## src/hdl/assert_macros.svh

```systemverilog
// Assertion helpers. Users must have clk and arst_n in scope.
`ifndef ASSERT_MACROS_SVH
`define ASSERT_MACROS_SVH

// Property checked on every rising edge, off while in reset.
`define FFHA_ASSERT(label, prop) \
	label: assert property (@(posedge clk) disable iff (!arst_n) prop) \
		else $error("%m: assertion failed");

// Consequence must hold in the cycle after the trigger.
`define FFHA_ASSERT_NEXT(label, trig, cons) \
	`FFHA_ASSERT(label, (trig) |=> (cons))

`endif

```

## src/hdl/ffha_pkg.sv

```systemverilog
package ffha_pkg;

	localparam int ADDR_W     = 20;
	localparam int HEAP_W     = 20;
	localparam int HDR_W      = 7;
	localparam int MAX_SEG    = 64;
	localparam int SEG_IDX_W  = $clog2(MAX_SEG);
	localparam int SEG_CNT_W  = $clog2(MAX_SEG + 1);
	localparam int SUM_W      = ADDR_W + 2;
	localparam int ST_W       = 2;
	localparam int CFG_IDX_W  = 2;
	localparam int CFG_DATA_W = 20;

	localparam logic [ST_W-1:0] ST_OK      = 2'd0;
	localparam logic [ST_W-1:0] ST_NOFIT   = 2'd1;
	localparam logic [ST_W-1:0] ST_BADADDR = 2'd2;
	localparam logic [ST_W-1:0] ST_FULL    = 2'd3;

	localparam logic [CFG_IDX_W-1:0] CFG_HEAP_SIZE    = 2'd0;
	localparam logic [CFG_IDX_W-1:0] CFG_HEADER_BYTES = 2'd1;

	localparam logic [HEAP_W-1:0] HEAP_RESET = 20'd250000;
	localparam logic [HDR_W-1:0]  HDR_RESET  = 7'd24;

	localparam logic MODE_ALLOC = 1'b0;

	localparam int SEG_W = 2 * ADDR_W + 1;

	typedef struct packed {
		logic [ADDR_W-1:0] start;
		logic [ADDR_W-1:0] size;
		logic              free;
	} seg_t;

	typedef struct packed {
		logic                 we;
		logic [SEG_IDX_W-1:0] wr_addr;
		seg_t                 wr_data;
		logic [SEG_IDX_W-1:0] rd_addr;
	} mem_req_t;

	typedef struct packed {
		logic [ADDR_W-1:0] a;
		logic [ADDR_W-1:0] b;
		logic [HDR_W-1:0]  c;
		logic [ADDR_W-1:0] x;
		logic [ADDR_W-1:0] y;
	} alu_req_t;

	typedef struct packed {
		logic [SUM_W-1:0] sum;
		logic             x_ge_y;
		logic             x_eq_y;
		logic             x_gt_sum;
		logic             sum_eq_x;
	} alu_rsp_t;

	typedef struct packed {
		logic [ST_W-1:0]   status;
		logic [ADDR_W-1:0] granted;
	} res_t;

endpackage

```

## src/hdl/first_fit_heap_allocator.sv

```systemverilog
// First-fit heap allocator with split and coalesce. The heap of heap_size bytes is kept as
// an address-ordered table of up to 64 segments (start, payload size, free flag), each
// behind a header of header_bytes. The table is built on the first request after reset or
// after any register write, as one free segment; a register write thus discards every
// earlier allocation. mode 0 allocates request_bytes from the first free segment large
// enough: an exact fit is taken whole, a larger one is split into a used front part and a
// free rest, and a segment that is larger by no more than one header fails with status 1.
// mode 1 frees the segment whose payload starts at payload_address and merges all runs of
// adjacent free segments. status: 0 ok, 1 no fitting segment, 2 address not a segment,
// 3 table full (a split needs a new entry while all 64 are used). granted_address is the
// payload offset of an allocation and 0 otherwise. Requests are served one at a time.
// The table lives in a memory with one read and one write port, read one entry per clock,
// so cost follows the number of entries N. An allocate scans from entry 0 until it stops
// (fit, too small or table full); a split then runs a move-up pass over the entries above
// the hit and writes the two entries. An allocate with no fit or a free of an unknown
// address scans the whole table; a free of a known entry searches for it, then makes one
// compaction pass over the whole table. One result register sits on the output, so the
// next request is taken while a result still waits; a stalled output adds its stall
// cycles only when a second result is ready behind it. No clearing pass follows reset.
module first_fit_heap_allocator (
	input  logic                              clk,
	input  logic                              arst_n,
	// request channel
	input  logic                              in_valid,
	output logic                              in_stall,
	input  logic                              mode,
	input  logic [ffha_pkg::ADDR_W-1:0]       request_bytes,
	input  logic [ffha_pkg::ADDR_W-1:0]       payload_address,
	// result channel
	output logic                              out_valid,
	input  logic                              out_stall,
	output logic [ffha_pkg::ST_W-1:0]         status,
	output logic [ffha_pkg::ADDR_W-1:0]       granted_address,
	// register writes
	input  logic                              cfg_we,
	input  logic [ffha_pkg::CFG_IDX_W-1:0]    cfg_index,
	input  logic [ffha_pkg::CFG_DATA_W-1:0]   cfg_data
);

	import ffha_pkg::*;

	logic [HEAP_W-1:0] heap_size_q;
	logic [HDR_W-1:0]  header_bytes_q;
	logic              cfg_clr;

	mem_req_t          mem_req;
	logic [SEG_W-1:0]  rd_bits;
	seg_t              rd_data;
	alu_req_t          alu_req;
	alu_rsp_t          alu_rsp;

	logic              res_valid;
	logic              res_take;
	res_t              res;

	logic              out_valid_q;
	res_t              out_q;

	// geometry registers; any write to a known index forces a rebuild
	assign cfg_clr = cfg_we && (cfg_index == CFG_HEAP_SIZE || cfg_index == CFG_HEADER_BYTES);

	always_ff @(posedge clk or negedge arst_n) begin
		if (!arst_n) begin
			heap_size_q    <= HEAP_RESET;
			header_bytes_q <= HDR_RESET;
		end else if (cfg_we) begin
			case (cfg_index)
				CFG_HEAP_SIZE:    heap_size_q    <= cfg_data[HEAP_W-1:0];
				CFG_HEADER_BYTES: header_bytes_q <= cfg_data[HDR_W-1:0];
				default:          ;
			endcase
		end
	end

	// segment table
	ffha_seg_ram #(
		.DEPTH (MAX_SEG),
		.WIDTH (SEG_W)
	) u_table (
		.clk   (clk),
		.we    (mem_req.we),
		.waddr (mem_req.wr_addr),
		.wdata (mem_req.wr_data),
		.raddr (mem_req.rd_addr),
		.rdata (rd_bits)
	);

	assign rd_data = seg_t'(rd_bits);

	// shared adder / comparator
	ffha_alu u_alu (
		.req (alu_req),
		.rsp (alu_rsp)
	);

	ffha_ctrl u_ctrl (
		.clk             (clk),
		.arst_n          (arst_n),
		.in_valid        (in_valid),
		.in_stall        (in_stall),
		.mode            (mode),
		.request_bytes   (request_bytes),
		.payload_address (payload_address),
		.heap_size       (heap_size_q),
		.header_bytes    (header_bytes_q),
		.cfg_clr         (cfg_clr),
		.mem_req         (mem_req),
		.rd_data         (rd_data),
		.alu_req         (alu_req),
		.alu_rsp         (alu_rsp),
		.res_valid       (res_valid),
		.res             (res),
		.res_take        (res_take)
	);

	// output register: a new result loads when the slot is empty or draining
	assign res_take = !out_valid_q || !out_stall;

	always_ff @(posedge clk or negedge arst_n) begin
		if (!arst_n) begin
			out_valid_q <= 1'b0;
		end else if (res_take) begin
			out_valid_q <= res_valid;
		end
	end

	always_ff @(posedge clk) begin
		if (res_take && res_valid) begin
			out_q <= res;
		end
	end

	assign out_valid       = out_valid_q;
	assign status          = out_q.status;
	assign granted_address = out_q.granted;

endmodule

```

## src/hdl/ffha_seg_ram.sv

```systemverilog
module ffha_seg_ram #(
	parameter int DEPTH = 64,
	parameter int WIDTH = 41
) (
	input  logic                     clk,
	input  logic                     we,
	input  logic [$clog2(DEPTH)-1:0] waddr,
	input  logic [WIDTH-1:0]         wdata,
	input  logic [$clog2(DEPTH)-1:0] raddr,
	output logic [WIDTH-1:0]         rdata
);

	logic [WIDTH-1:0] mem [DEPTH];

	always_ff @(posedge clk) begin
		if (we) begin
			mem[waddr] <= wdata;
		end
	end

	always_ff @(posedge clk) begin
		rdata <= mem[raddr];
	end

endmodule

```

## src/hdl/ffha_alu.sv

```systemverilog
module ffha_alu (
	input  ffha_pkg::alu_req_t req,
	output ffha_pkg::alu_rsp_t rsp
);

	import ffha_pkg::*;

	// one adder, shared by fit, match, split and merge steps
	always_comb begin
		rsp.sum      = SUM_W'(req.a) + SUM_W'(req.b) + SUM_W'(req.c);
		rsp.x_ge_y   = (req.x >= req.y);
		rsp.x_eq_y   = (req.x == req.y);
		rsp.x_gt_sum = (SUM_W'(req.x) > rsp.sum);
		rsp.sum_eq_x = (rsp.sum == SUM_W'(req.x));
	end

endmodule

```

## src/hdl/ffha_ctrl.sv

```systemverilog
`include "assert_macros.svh"

module ffha_ctrl (
	input  logic                          clk,
	input  logic                          arst_n,
	input  logic                          in_valid,
	output logic                          in_stall,
	input  logic                          mode,
	input  logic [ffha_pkg::ADDR_W-1:0]   request_bytes,
	input  logic [ffha_pkg::ADDR_W-1:0]   payload_address,
	input  logic [ffha_pkg::HEAP_W-1:0]   heap_size,
	input  logic [ffha_pkg::HDR_W-1:0]    header_bytes,
	input  logic                          cfg_clr,
	output ffha_pkg::mem_req_t            mem_req,
	input  ffha_pkg::seg_t                rd_data,
	output ffha_pkg::alu_req_t            alu_req,
	input  ffha_pkg::alu_rsp_t            alu_rsp,
	output logic                          res_valid,
	output ffha_pkg::res_t                res,
	input  logic                          res_take
);

	import ffha_pkg::*;

	localparam logic [3:0] S_IDLE     = 4'd0;
	localparam logic [3:0] S_SCAN     = 4'd1;
	localparam logic [3:0] S_ALLOC    = 4'd2;
	localparam logic [3:0] S_SHIFT    = 4'd3;
	localparam logic [3:0] S_INSERT   = 4'd4;
	localparam logic [3:0] S_INSERT2  = 4'd5;
	localparam logic [3:0] S_COAL     = 4'd6;
	localparam logic [3:0] S_COAL_END = 4'd7;
	localparam logic [3:0] S_RESP     = 4'd8;

	logic [3:0]           state_q, state_d;
	logic                 table_ready_q, table_ready_d;
	logic [SEG_CNT_W-1:0] count_q, count_d;
	logic [SEG_CNT_W-1:0] rd_idx_q, rd_idx_d;
	logic                 pv_q, pv_d;
	logic [SEG_IDX_W-1:0] pidx_q, pidx_d;
	logic                 acc_v_q, acc_v_d;
	logic [SEG_IDX_W-1:0] wp_q, wp_d;

	logic                 mode_q, mode_d;
	logic [ADDR_W-1:0]    req_q, req_d;
	logic [ADDR_W-1:0]    paddr_q, paddr_d;
	logic [SEG_IDX_W-1:0] hit_idx_q, hit_idx_d;
	seg_t                 seg_q, seg_d;
	logic                 exact_q, exact_d;
	logic                 big_q, big_d;
	logic [ADDR_W:0]      reqhdr_q, reqhdr_d;
	seg_t                 new_q, new_d;
	seg_t                 acc_q, acc_d;
	res_t                 res_q, res_d;

	logic                 issue;
	logic                 last;
	seg_t                 ent;
	logic [HEAP_W-1:0]    build_size;

	assign res = res_q;

	always_comb begin
		state_d       = state_q;
		table_ready_d = table_ready_q;
		count_d       = count_q;
		rd_idx_d      = rd_idx_q;
		pv_d          = pv_q;
		pidx_d        = pidx_q;
		acc_v_d       = acc_v_q;
		wp_d          = wp_q;
		mode_d        = mode_q;
		req_d         = req_q;
		paddr_d       = paddr_q;
		hit_idx_d     = hit_idx_q;
		seg_d         = seg_q;
		exact_d       = exact_q;
		big_d         = big_q;
		reqhdr_d      = reqhdr_q;
		new_d         = new_q;
		acc_d         = acc_q;
		res_d         = res_q;

		mem_req         = '0;
		mem_req.rd_addr = rd_idx_q[SEG_IDX_W-1:0];
		alu_req         = '0;
		alu_req.c       = header_bytes;

		in_stall  = (state_q != S_IDLE);
		res_valid = (state_q == S_RESP);

		issue = (rd_idx_q < count_q);
		last  = ((SEG_CNT_W'(pidx_q) + SEG_CNT_W'(1)) == count_q);

		ent = rd_data;
		if (pidx_q == hit_idx_q) begin
			ent.free = 1'b1;
		end

		build_size = (heap_size > HEAP_W'(header_bytes)) ?
			(heap_size - HEAP_W'(header_bytes)) : '0;

		case (state_q)
			S_IDLE: begin
				if (in_valid) begin
					mode_d  = mode;
					req_d   = request_bytes;
					paddr_d = payload_address;
					if (!table_ready_q) begin
						mem_req.we            = 1'b1;
						mem_req.wr_addr       = '0;
						mem_req.wr_data.start = '0;
						mem_req.wr_data.size  = ADDR_W'(build_size);
						mem_req.wr_data.free  = 1'b1;
						count_d               = SEG_CNT_W'(1);
						table_ready_d         = 1'b1;
					end
					rd_idx_d = '0;
					pv_d     = 1'b0;
					state_d  = S_SCAN;
				end
			end
			S_SCAN: begin
				pv_d   = issue;
				pidx_d = rd_idx_q[SEG_IDX_W-1:0];
				if (issue) begin
					rd_idx_d = rd_idx_q + SEG_CNT_W'(1);
				end
				if (mode_q == MODE_ALLOC) begin
					alu_req.a = req_q;
					alu_req.x = rd_data.size;
					alu_req.y = req_q;
				end else begin
					alu_req.a = rd_data.start;
					alu_req.x = paddr_q;
				end
				if (pv_q) begin
					if (mode_q == MODE_ALLOC && rd_data.free && alu_rsp.x_ge_y) begin
						hit_idx_d = pidx_q;
						seg_d     = rd_data;
						exact_d   = alu_rsp.x_eq_y;
						big_d     = alu_rsp.x_gt_sum;
						reqhdr_d  = alu_rsp.sum[ADDR_W:0];
						state_d   = S_ALLOC;
					end else if (mode_q != MODE_ALLOC && alu_rsp.sum_eq_x) begin
						hit_idx_d = pidx_q;
						rd_idx_d  = '0;
						pv_d      = 1'b0;
						acc_v_d   = 1'b0;
						wp_d      = '0;
						state_d   = S_COAL;
					end else if (last) begin
						res_d.status  = (mode_q == MODE_ALLOC) ? ST_NOFIT : ST_BADADDR;
						res_d.granted = '0;
						state_d       = S_RESP;
					end
				end
			end
			S_ALLOC: begin
				if (exact_q) begin
					mem_req.we      = 1'b1;
					mem_req.wr_addr = hit_idx_q;
					mem_req.wr_data = '{start: seg_q.start, size: seg_q.size, free: 1'b0};
					alu_req.a       = seg_q.start;
					res_d.status    = ST_OK;
					res_d.granted   = alu_rsp.sum[ADDR_W-1:0];
					state_d         = S_RESP;
				end else if (big_q) begin
					if (count_q == SEG_CNT_W'(MAX_SEG)) begin
						res_d.status  = ST_FULL;
						res_d.granted = '0;
						state_d       = S_RESP;
					end else begin
						alu_req.a   = seg_q.start;
						alu_req.b   = req_q;
						new_d.start = alu_rsp.sum[ADDR_W-1:0];
						new_d.size  = seg_q.size - reqhdr_q[ADDR_W-1:0];
						new_d.free  = 1'b1;
						rd_idx_d    = count_q - SEG_CNT_W'(1);
						pv_d        = 1'b0;
						if (count_q == SEG_CNT_W'(hit_idx_q) + SEG_CNT_W'(1)) begin
							state_d = S_INSERT;
						end else begin
							state_d = S_SHIFT;
						end
					end
				end else begin
					res_d.status  = ST_NOFIT;
					res_d.granted = '0;
					state_d       = S_RESP;
				end
			end
			S_SHIFT: begin
				// move entries above the split up by one, top first
				if (pv_q) begin
					mem_req.we      = 1'b1;
					mem_req.wr_addr = pidx_q + SEG_IDX_W'(1);
					mem_req.wr_data = rd_data;
				end
				if (rd_idx_q > SEG_CNT_W'(hit_idx_q)) begin
					pv_d     = 1'b1;
					pidx_d   = rd_idx_q[SEG_IDX_W-1:0];
					rd_idx_d = rd_idx_q - SEG_CNT_W'(1);
				end else begin
					pv_d = 1'b0;
				end
				if (pv_q && pidx_q == hit_idx_q + SEG_IDX_W'(1)) begin
					state_d = S_INSERT;
				end
			end
			S_INSERT: begin
				mem_req.we      = 1'b1;
				mem_req.wr_addr = hit_idx_q + SEG_IDX_W'(1);
				mem_req.wr_data = new_q;
				count_d         = count_q + SEG_CNT_W'(1);
				state_d         = S_INSERT2;
			end
			S_INSERT2: begin
				mem_req.we      = 1'b1;
				mem_req.wr_addr = hit_idx_q;
				mem_req.wr_data = '{start: seg_q.start, size: req_q, free: 1'b0};
				alu_req.a       = seg_q.start;
				res_d.status    = ST_OK;
				res_d.granted   = alu_rsp.sum[ADDR_W-1:0];
				state_d         = S_RESP;
			end
			S_COAL: begin
				// compaction pass: runs of free entries fold into the pending one
				pv_d   = issue;
				pidx_d = rd_idx_q[SEG_IDX_W-1:0];
				if (issue) begin
					rd_idx_d = rd_idx_q + SEG_CNT_W'(1);
				end
				if (pv_q) begin
					alu_req.a = acc_q.size;
					alu_req.b = ent.size;
					if (!acc_v_q) begin
						acc_d   = ent;
						acc_v_d = 1'b1;
					end else if (acc_q.free && ent.free) begin
						acc_d.size = alu_rsp.sum[ADDR_W-1:0];
					end else begin
						mem_req.we      = 1'b1;
						mem_req.wr_addr = wp_q;
						mem_req.wr_data = acc_q;
						wp_d            = wp_q + SEG_IDX_W'(1);
						acc_d           = ent;
					end
					if (last) begin
						state_d = S_COAL_END;
					end
				end
			end
			S_COAL_END: begin
				mem_req.we      = 1'b1;
				mem_req.wr_addr = wp_q;
				mem_req.wr_data = acc_q;
				count_d         = SEG_CNT_W'(wp_q) + SEG_CNT_W'(1);
				res_d.status    = ST_OK;
				res_d.granted   = '0;
				state_d         = S_RESP;
			end
			S_RESP: begin
				if (res_take) begin
					state_d = S_IDLE;
				end
			end
			default: begin
				state_d = S_IDLE;
			end
		endcase

		if (cfg_clr) begin
			table_ready_d = 1'b0;
		end
	end

	always_ff @(posedge clk or negedge arst_n) begin
		if (!arst_n) begin
			state_q       <= S_IDLE;
			table_ready_q <= 1'b0;
			count_q       <= '0;
			rd_idx_q      <= '0;
			pv_q          <= 1'b0;
			pidx_q        <= '0;
			acc_v_q       <= 1'b0;
			wp_q          <= '0;
		end else begin
			state_q       <= state_d;
			table_ready_q <= table_ready_d;
			count_q       <= count_d;
			rd_idx_q      <= rd_idx_d;
			pv_q          <= pv_d;
			pidx_q        <= pidx_d;
			acc_v_q       <= acc_v_d;
			wp_q          <= wp_d;
		end
	end

	always_ff @(posedge clk) begin
		mode_q    <= mode_d;
		req_q     <= req_d;
		paddr_q   <= paddr_d;
		hit_idx_q <= hit_idx_d;
		seg_q     <= seg_d;
		exact_q   <= exact_d;
		big_q     <= big_d;
		reqhdr_q  <= reqhdr_d;
		new_q     <= new_d;
		acc_q     <= acc_d;
		res_q     <= res_d;
	end

	`FFHA_ASSERT(a_count_max, count_q <= SEG_CNT_W'(MAX_SEG))
	`FFHA_ASSERT(a_ready_count, table_ready_q |-> (count_q != '0))
	`FFHA_ASSERT(a_scan_no_write, (state_q == S_SCAN) |-> !mem_req.we)
	`FFHA_ASSERT(a_shift_above_hit, (state_q == S_SHIFT && mem_req.we) |-> (mem_req.wr_addr > hit_idx_q))
	`FFHA_ASSERT(a_coal_wp_behind, (state_q == S_COAL && pv_q) |-> (wp_q <= pidx_q))
	`FFHA_ASSERT_NEXT(a_insert_grows, (state_q == S_INSERT), (count_q == $past(count_q) + SEG_CNT_W'(1)))

endmodule

```

## config.mk

```make
export PLATFORM = sky130hd
export DESIGN_NAME = first_fit_heap_allocator
export DESIGN_NICKNAME = d
export VERILOG_FILES = /design/src/hdl/ffha_pkg.sv /design/src/hdl/first_fit_heap_allocator.sv /design/src/hdl/ffha_seg_ram.sv /design/src/hdl/ffha_alu.sv /design/src/hdl/ffha_ctrl.sv
export VERILOG_INCLUDE_DIRS = /design/src /design/src/hdl
export SDC_FILE = /design/constraint.sdc
export NUM_CORES = 2
export LEC_CHECK = 0
export BUFFER_PORTS_ARGS = -buffer_cell sky130_fd_sc_hd__buf_2
export CAP_MARGIN = 20
export CORE_MARGIN = 2
export CORE_UTILIZATION = 55
export CTS_BUF_LIST = sky130_fd_sc_hd__clkbuf_2
export CTS_CLUSTER_SIZE = 14
export DETAILED_ROUTE_END_ITERATION = 12
export PLACE_DENSITY = 0.82
export SKIP_CTS_REPAIR_TIMING = 1
export SKIP_LAST_GASP = 1
export SLEW_MARGIN = 20
export SYNTH_ARGS = -nofsm -noshare
export SYNTH_HDL_FRONTEND = slang
export SYNTH_SLANG_ARGS = --single-unit
```

## constraint.sdc

```tcl
create_clock -name clk -period 20.6 [get_ports clk]
set_input_delay 1.03 -clock clk [delete_from_list [all_inputs] [get_ports clk]]
set_output_delay 1.03 -clock clk [all_outputs]
set_load 0.03 [all_outputs]
```

* After elaboration in Yosys (flattened, before gate mapping)
Memory sizes are Yosys's and may differ from the RTL's. A register that Yosys moved wholly into a read port is not among the register bits.
Index checks and enable logic that the tools add are counted.
** Word-level totals
- Register bits after elaboration :: 295
- Bits in writable memories :: 2624
- Input bits :: 68
- Output and inout bits :: 24
- Word-level logic and storage cells :: 220
- Memories :: 1
** Memories
- u_table.mem :: depth 64, bits a word 41, read ports 1, clocked after Yosys merged registers in 1, write ports 1, line ffha_seg_ram.sv:13 : logic [WIDTH-1:0] mem [DEPTH];
** Operators by class
- Add/subtract/negate cells :: 14
- Magnitude comparators :: 5
- Equal/unequal tests :: 36
- Muxes and demuxes :: 91
- Bitwise gates (word level) :: 3
- Reduce and logical (&&, ||, !) cells :: 41
** Operators with widths (number)
- $mux 48 :: 7
- $pmux 48 s7 :: 1
- $mux 20 :: 8
- $mux 40 :: 4
- $mux 22 :: 7
- $pmux 22 s4 :: 1
- $pmux 20 s4 :: 1
- $mux 7 :: 11
- $mux 6 :: 9
- $mux 4 :: 12
- $mux 41 :: 1
- $pmux 20 s2 :: 1
- $pmux 7 s5 :: 1
- $pmux 4 s8 :: 1
- $pmux 6 s2 :: 2
- $add 21x7->22 :: 1
- $eq 22x20->1 :: 1
- $gt 20x22->1 :: 1
- $add 20x20->21 :: 1
- $add 6x1->7 const B :: 3
- $pmux 7 s3 :: 1
- $eq 20x20->1 :: 1
- $ge 20x20->1 :: 1
- $gt 20x7->1 :: 1
- other kinds (41) :: 112

* Logic depth before layout (Yosys ltp)
- Word-level depth :: 13
- Mapped depth :: 27
- Mapped depth without buffers :: 25

* Cells and area by module
Synthesis repeated with hierarchy kept, for this count alone.
** Unflattened totals
- Cell total of the unflattened synthesis :: 5891
- Area total of the unflattened synthesis :: 118658.8 um2
** Modules (own cells, without submodules)
- ffha_seg_ram :: times used 1, cells each 4216, area an instance 100405.0 um2, seq. area each 79616.4 um2
- ffha_ctrl :: times used 1, cells each 1292, area an instance 14163.6 um2, seq. area each 7191.9 um2
- ffha_alu :: times used 1, cells each 298, area an instance 2338.5 um2, seq. area each 0.0 um2
- first_fit_heap_allocator :: times used 1, cells each 85, area an instance 1751.7 um2, seq. area each 1372.6 um2

* Least setup slack after synthesis
No wires, ideal clock.
- Path kind :: register -> register
- Start point :: register u_ctrl.state_q[2]
- End point :: register u_ctrl.res_q (netlist bit u_ctrl.res[0]), enable pin
- Library setup time :: 0.401 ns
- Data arrival time :: 6.901 ns
- Data required time :: 20.199 ns
- Setup slack :: 13.298 ns
- Cell stages (with the launch flop) :: 26
- Buffers on the path :: 2
- Period minus slack after synthesis :: 7.302 ns
- Cells stage by stage :: dfrtp_1 > clkbuf_1 > nor2_1 > nand2_1 > nor3_1 > clkbuf_1 > a22oi_1 > fa_1 > inv_1 > ha_1 > inv_1 > fa_1 > nor2b_1 > o31a_1 > o21ai_0 > nand2_1 > a21o_1 > a21oi_1 > xor2_1 > ha_1 > nand2_1 > nor2_1 > nand4_1 > or4_1 > nand2_1 > nor2_1
** On the way
- Longest elaborated chain between the ends :: 8
- Elaborated cells between the ends (all ways) :: 21
- Those cells by class :: 2 x add/sub; 1 x order compare; 11 x eq/ne; 3 x mux; 4 x reduce/logical
** RTL lines
- start, declared :: line ffha_ctrl.sv:35 : logic [3:0] state_q, state_d;
- start signal, assigned :: line ffha_ctrl.sv:289 : state_q <= state_d;
- $eq 4x3->1 (tied with other cells) :: line ffha_ctrl.sv:103 : case (state_q)
- $pmux 20 s4 or $pmux 20 s2 (tied branches) :: line ffha_ctrl.sv:103
- $add 20x20->21 :: line ffha_alu.sv:10 : rsp.sum = SUM_W'(req.a) + SUM_W'(req.b) + SUM_W'(req.c);
- $add 21x7->22 :: line ffha_alu.sv:10
- $eq 22x20->1 :: line ffha_alu.sv:14 : rsp.sum_eq_x = (rsp.sum == SUM_W'(req.x));
- $logic_and 1x1->1 :: line ffha_ctrl.sv:145 : end else if (mode_q != MODE_ALLOC && alu_rsp.sum_eq_x) begin
- $ne 2x2->1 (no source line)
- $reduce_and 6->1 (no source line) *
- end signal, assigned :: line ffha_ctrl.sv:311 : res_q <= res_d;
- end, declared :: line ffha_ctrl.sv:54 : res_t res_q, res_d;
Every way passes the cells marked *; elsewhere a longest branch is shown, timed or not.
A chain may end at the register's enable or synchronous reset.

* Final worst setup path
- Start point :: register u_ctrl.state_q[3]
- End point :: register u_ctrl.res_q (netlist bit u_ctrl.res[12]), enable pin
Same word-level chain as after synthesis.

==> impl_metrics.csv <==
group,metric,value,unit
floorplanning,die_w,466.8,um
cts,cts.sinks,2960,
worst_hold_path,hp-class,"in -> reg",
logic_synthesis,postSynthAreaPerCell,21.57,um2
critical_path,ff2ff_setup_slack,12970,ps
final_layout,drive_above_1_share,0.3456,
critical_path,critPathArrivalTime,9150,ps
floorplanning,rows,169,
logic_synthesis,synthTopCellsByArea,"edfxtp_1 73%, mux4_2 16%, ha_1 1.2%",
timing,slew_headroom,0.07496,
timing,hold_viol,0,
critical_path,startpoint_type,"flip-flop",
detailed_routing,drt_iter0_markers,10540,
detailed_routing,met2_length,157300,um
logic_synthesis,netlist_instances,5463,
logic_synthesis,async_reset_ff_frac,0.02061,
run,maxCapViolCount,0,
cts,cts-root-buf,"clkbuf_2",
detailed_routing,vias,64480,
global_routing,grt_max_degree,153,
cts,ctsLongestPathBuffers,4,
placed_design,place_inst,8227,
timing,fin_crit_sh,0.3704,
global_routing,overflow,0,
timing,finClkSkew,180.9,ps
timing,worstMarginPinSlew,1388,ps
floorplanning,coreArea,212500,um2
final_layout,fin_nets,6428,
power_and_ir_drop,vdd_ir_drop_max,0.0001024,V
global_routing,first_global_vias,64470,
logic_synthesis,ys.flop_type,"edfxtp_1",
power_and_ir_drop,powerDensity,116.7,nW/um2
cts,path_clk_slew,110,ps
logic_synthesis,syn_nets,5657,
logic_synthesis,seq_area_frac_synth,0.7485,
timing,rsz0062_at_grt,"false",
logic_synthesis,synth_warnings,0,
floorplanning,die_h,466.8,um
timing,finalCriticalPeriod,7630,ps
detailed_routing,firstDrtPassIters,12,
logic_synthesis,synthDistinctLibCells,75,
cts,cts_tree,"built",
detailed_routing,dr_wl_met3,43410,um
logic_synthesis,synth_edf_count,2858,
final_layout,stdcell_count,9587,
floorplanning,fp.dieArea,217900,um2
detailed_routing,via_per_inst,6.725,
placed_design,io_buffers,91,
status,outcome,"complete, but fails checks",
detailed_routing,wl_met1,109800,um
critical_path,path_class,"reg -> reg",
logic_synthesis,synth_top_area_frac,0.7284,
critical_path,path_cells,"nor2_1 > nand2_1 > nor3_2 > buf_4 > a22oi_1 > fa_1 > inv_1 > ha_1 > inv_1 > fa_1 > nor2b_1 > o31a_1 > o21ai_0 > nand2_1 > a21o_1 > a21oi_1 > xor2_1 > ha_1 > nand2_1 > nor2_1 > nand4_1 > or4_1 > nand2_1 > nor2_2",
power_and_ir_drop,leakagePower,0.04277,uW
status,violations,"design-rule violations",
critical_path,slowest_delay,880,ps
placed_design,globalplace.congestion,0.8992,
critical_path,slowest_stage,"nor2_2",
critical_path,required,22120,ps
critical_path,cp-end-kind,"flip-flop",
logic_synthesis,ys_ff_latch,2960,
cts,cts_made_buffers,688,
detailed_routing,detail-route-antenna-nets,0,
detailed_routing,drc,2,
logic_synthesis,synthesis.area,117800,um2
global_routing,grt_pass1_wl,453300,um
critical_path,path_common_cell,"nand2_1",
detailed_routing,wl_per_cell,34.09,um
final_layout,areaGrowthSynthToFinish,10.42,%
floorplanning,initial_core_util,0.5544,
timing,fmax,131.1,MHz
timing,tns,0,ps
placed_design,place_hpwl,178200,um
detailed_routing,top_layer_used,"met5",
floorplanning,ioPinCount,92,
critical_path,cp_max_fo,62,
global_routing,grt_use_total,0.2945,
timing,slew_violations,0,
cts,h-tree-depth,6,
logic_synthesis,yosys.area.top_type,"edfxtp_1",
global_routing,antenna_found_initial,15,
detailed_routing,routed_wl,326800,um
cts,clk_latency,2020,ps
timing,setup_viol,0,
## final cells by class
cell class | instances | area, um2
multi-input cells | 2124 | 28980
diodes | 10 | 25.02
well taps | 2821 | 3530
clock inverters | 172 | 862.1
clock buffers | 1040 | 5205
fillers | 14030 | 82410
inverters | 95 | 356.6
repair buffers | 365 | 2937
flip-flops and latches | 2960 | 88200
## critical path, delay by kind of cell, from the launching register on
kind                       cells  cell delay (ps)
and+or+nand+nor               11             2690
AOI/OAI and AO/OA              5             1290
adders and majority gates      4             1270
buffers and inverters          3              840
DFF                            1              620
xor gates and xnor gates       1              360
## metal layers
| metal | track usage | vias to the layer above |
|---|---|---|
| li1 | - | 24960 |
| met1 | 0.3907 | 32750 |
| met2 | 0.4589 | 5777 |
| met3 | 0.07741 | 981 |
| met4 | 0.1411 | 6 |
| met5 | 0 | - |
## metrics by stage
step                      setup slack [ps]  utilization  hold slack, ps  instance area (um2)  total power (uW)
final                                12970       0.6122           8.989               130100             15190
after global routing                 12470       0.6122          -24.35               130100             15740
after CTS                            13050       0.6044          -964.7               128400             15110
after detailed placement             13100       0.5759           404.5               122400             11500
after global placement               13190       0.5759           402.5               122400             11340
after floorplan                      13300            -           400.3               117800             10180
## cells in the final DEF, fill, tap and decap left out, types with 91 or more instances in the layout
cell type         n
ha_1            116
nor2_1          136
mux4_2          861
buf_4           129
clkinv_1        128
buf_2            91
dlygate4sd3_1   138
edfxtp_1       2858
clkbuf_2       1040
nand2_1         159
inv_1            94
## sequential cells by signal, indices dropped and copies added, names as in the netlist, 20 cells and up
name,flops
u_table.mem,2624
u_ctrl.new_q,40
u_table.rdata,41
u_ctrl.reqhdr_q,20
u_ctrl.acc_q,41
heap_size_q,20
u_ctrl.req_q,20
u_ctrl.res,22
u_ctrl.seg_q,40
granted_address,20
u_ctrl.paddr_q,20
## synthesized netlist by cell type (8+ instances only)
library cell,instances
dfxtp_1,41
nor2b_1,18
o21ai_0,85
nor2_2,8
nor3_1,37
a21o_1,18
dfrtp_1,52
nand2_1,164
edfxtp_1,2858
clkbuf_1,205
buf_1,74
fa_1,10
mux4_2,861
nand3_1,29
inv_1,94
a222oi_1,31
nand4_1,21
or3_1,15
a22o_1,19
and2_1,9
xnor2_1,48
and3_1,10
o21a_1,11
a21oi_1,90
nor2_1,196
mux2i_1,59
a22oi_1,19
a221o_1,41
dfstp_2,9
nand2b_1,14
mux2_2,40
ha_1,116
xor2_1,45
## cell families (layout without fill, tap and decap cells)
family	count (synthesis)	in the layout	share of synthesized area
flops	2960	2960	0.7485
xor+xnor	93	93	0.006914
simple gates	552	552	0.02129
other cells	0	10	0
fa+ha+maj	126	126	0.01402
mux	960	960	0.1734
buf+inv	379	1672	0.01217
compound gates	393	393	0.02371
## where the power goes
| group | internal [uW] | switching, uW | leakage (uW) |
|---|---|---|---|
| clock | 1420 | 2290 | 0.00477 |
| sequential | 7200 | 311 | 0.0272 |
| combinational | 1750 | 2220 | 0.0108 |
## worst paths after layout
path | start | to | depth (start not counted)
min in group asynchronous | arst_n | u_ctrl.pidx_q[0] | 4
worst max-delay path | u_ctrl.state_q[3] | u_ctrl.res[12] | 24
max in group asynchronous | arst_n | u_ctrl.rd_idx_q[5] | 4
worst min register to register | u_ctrl.res[12] | granted_address[12] | 0
worst min-delay path | cfg_we | u_ctrl.table_ready_q | 4
worst max register to register | u_ctrl.state_q[3] | u_ctrl.res[12] | 24
No activity file was read; power rests on OpenSTA's default activity.
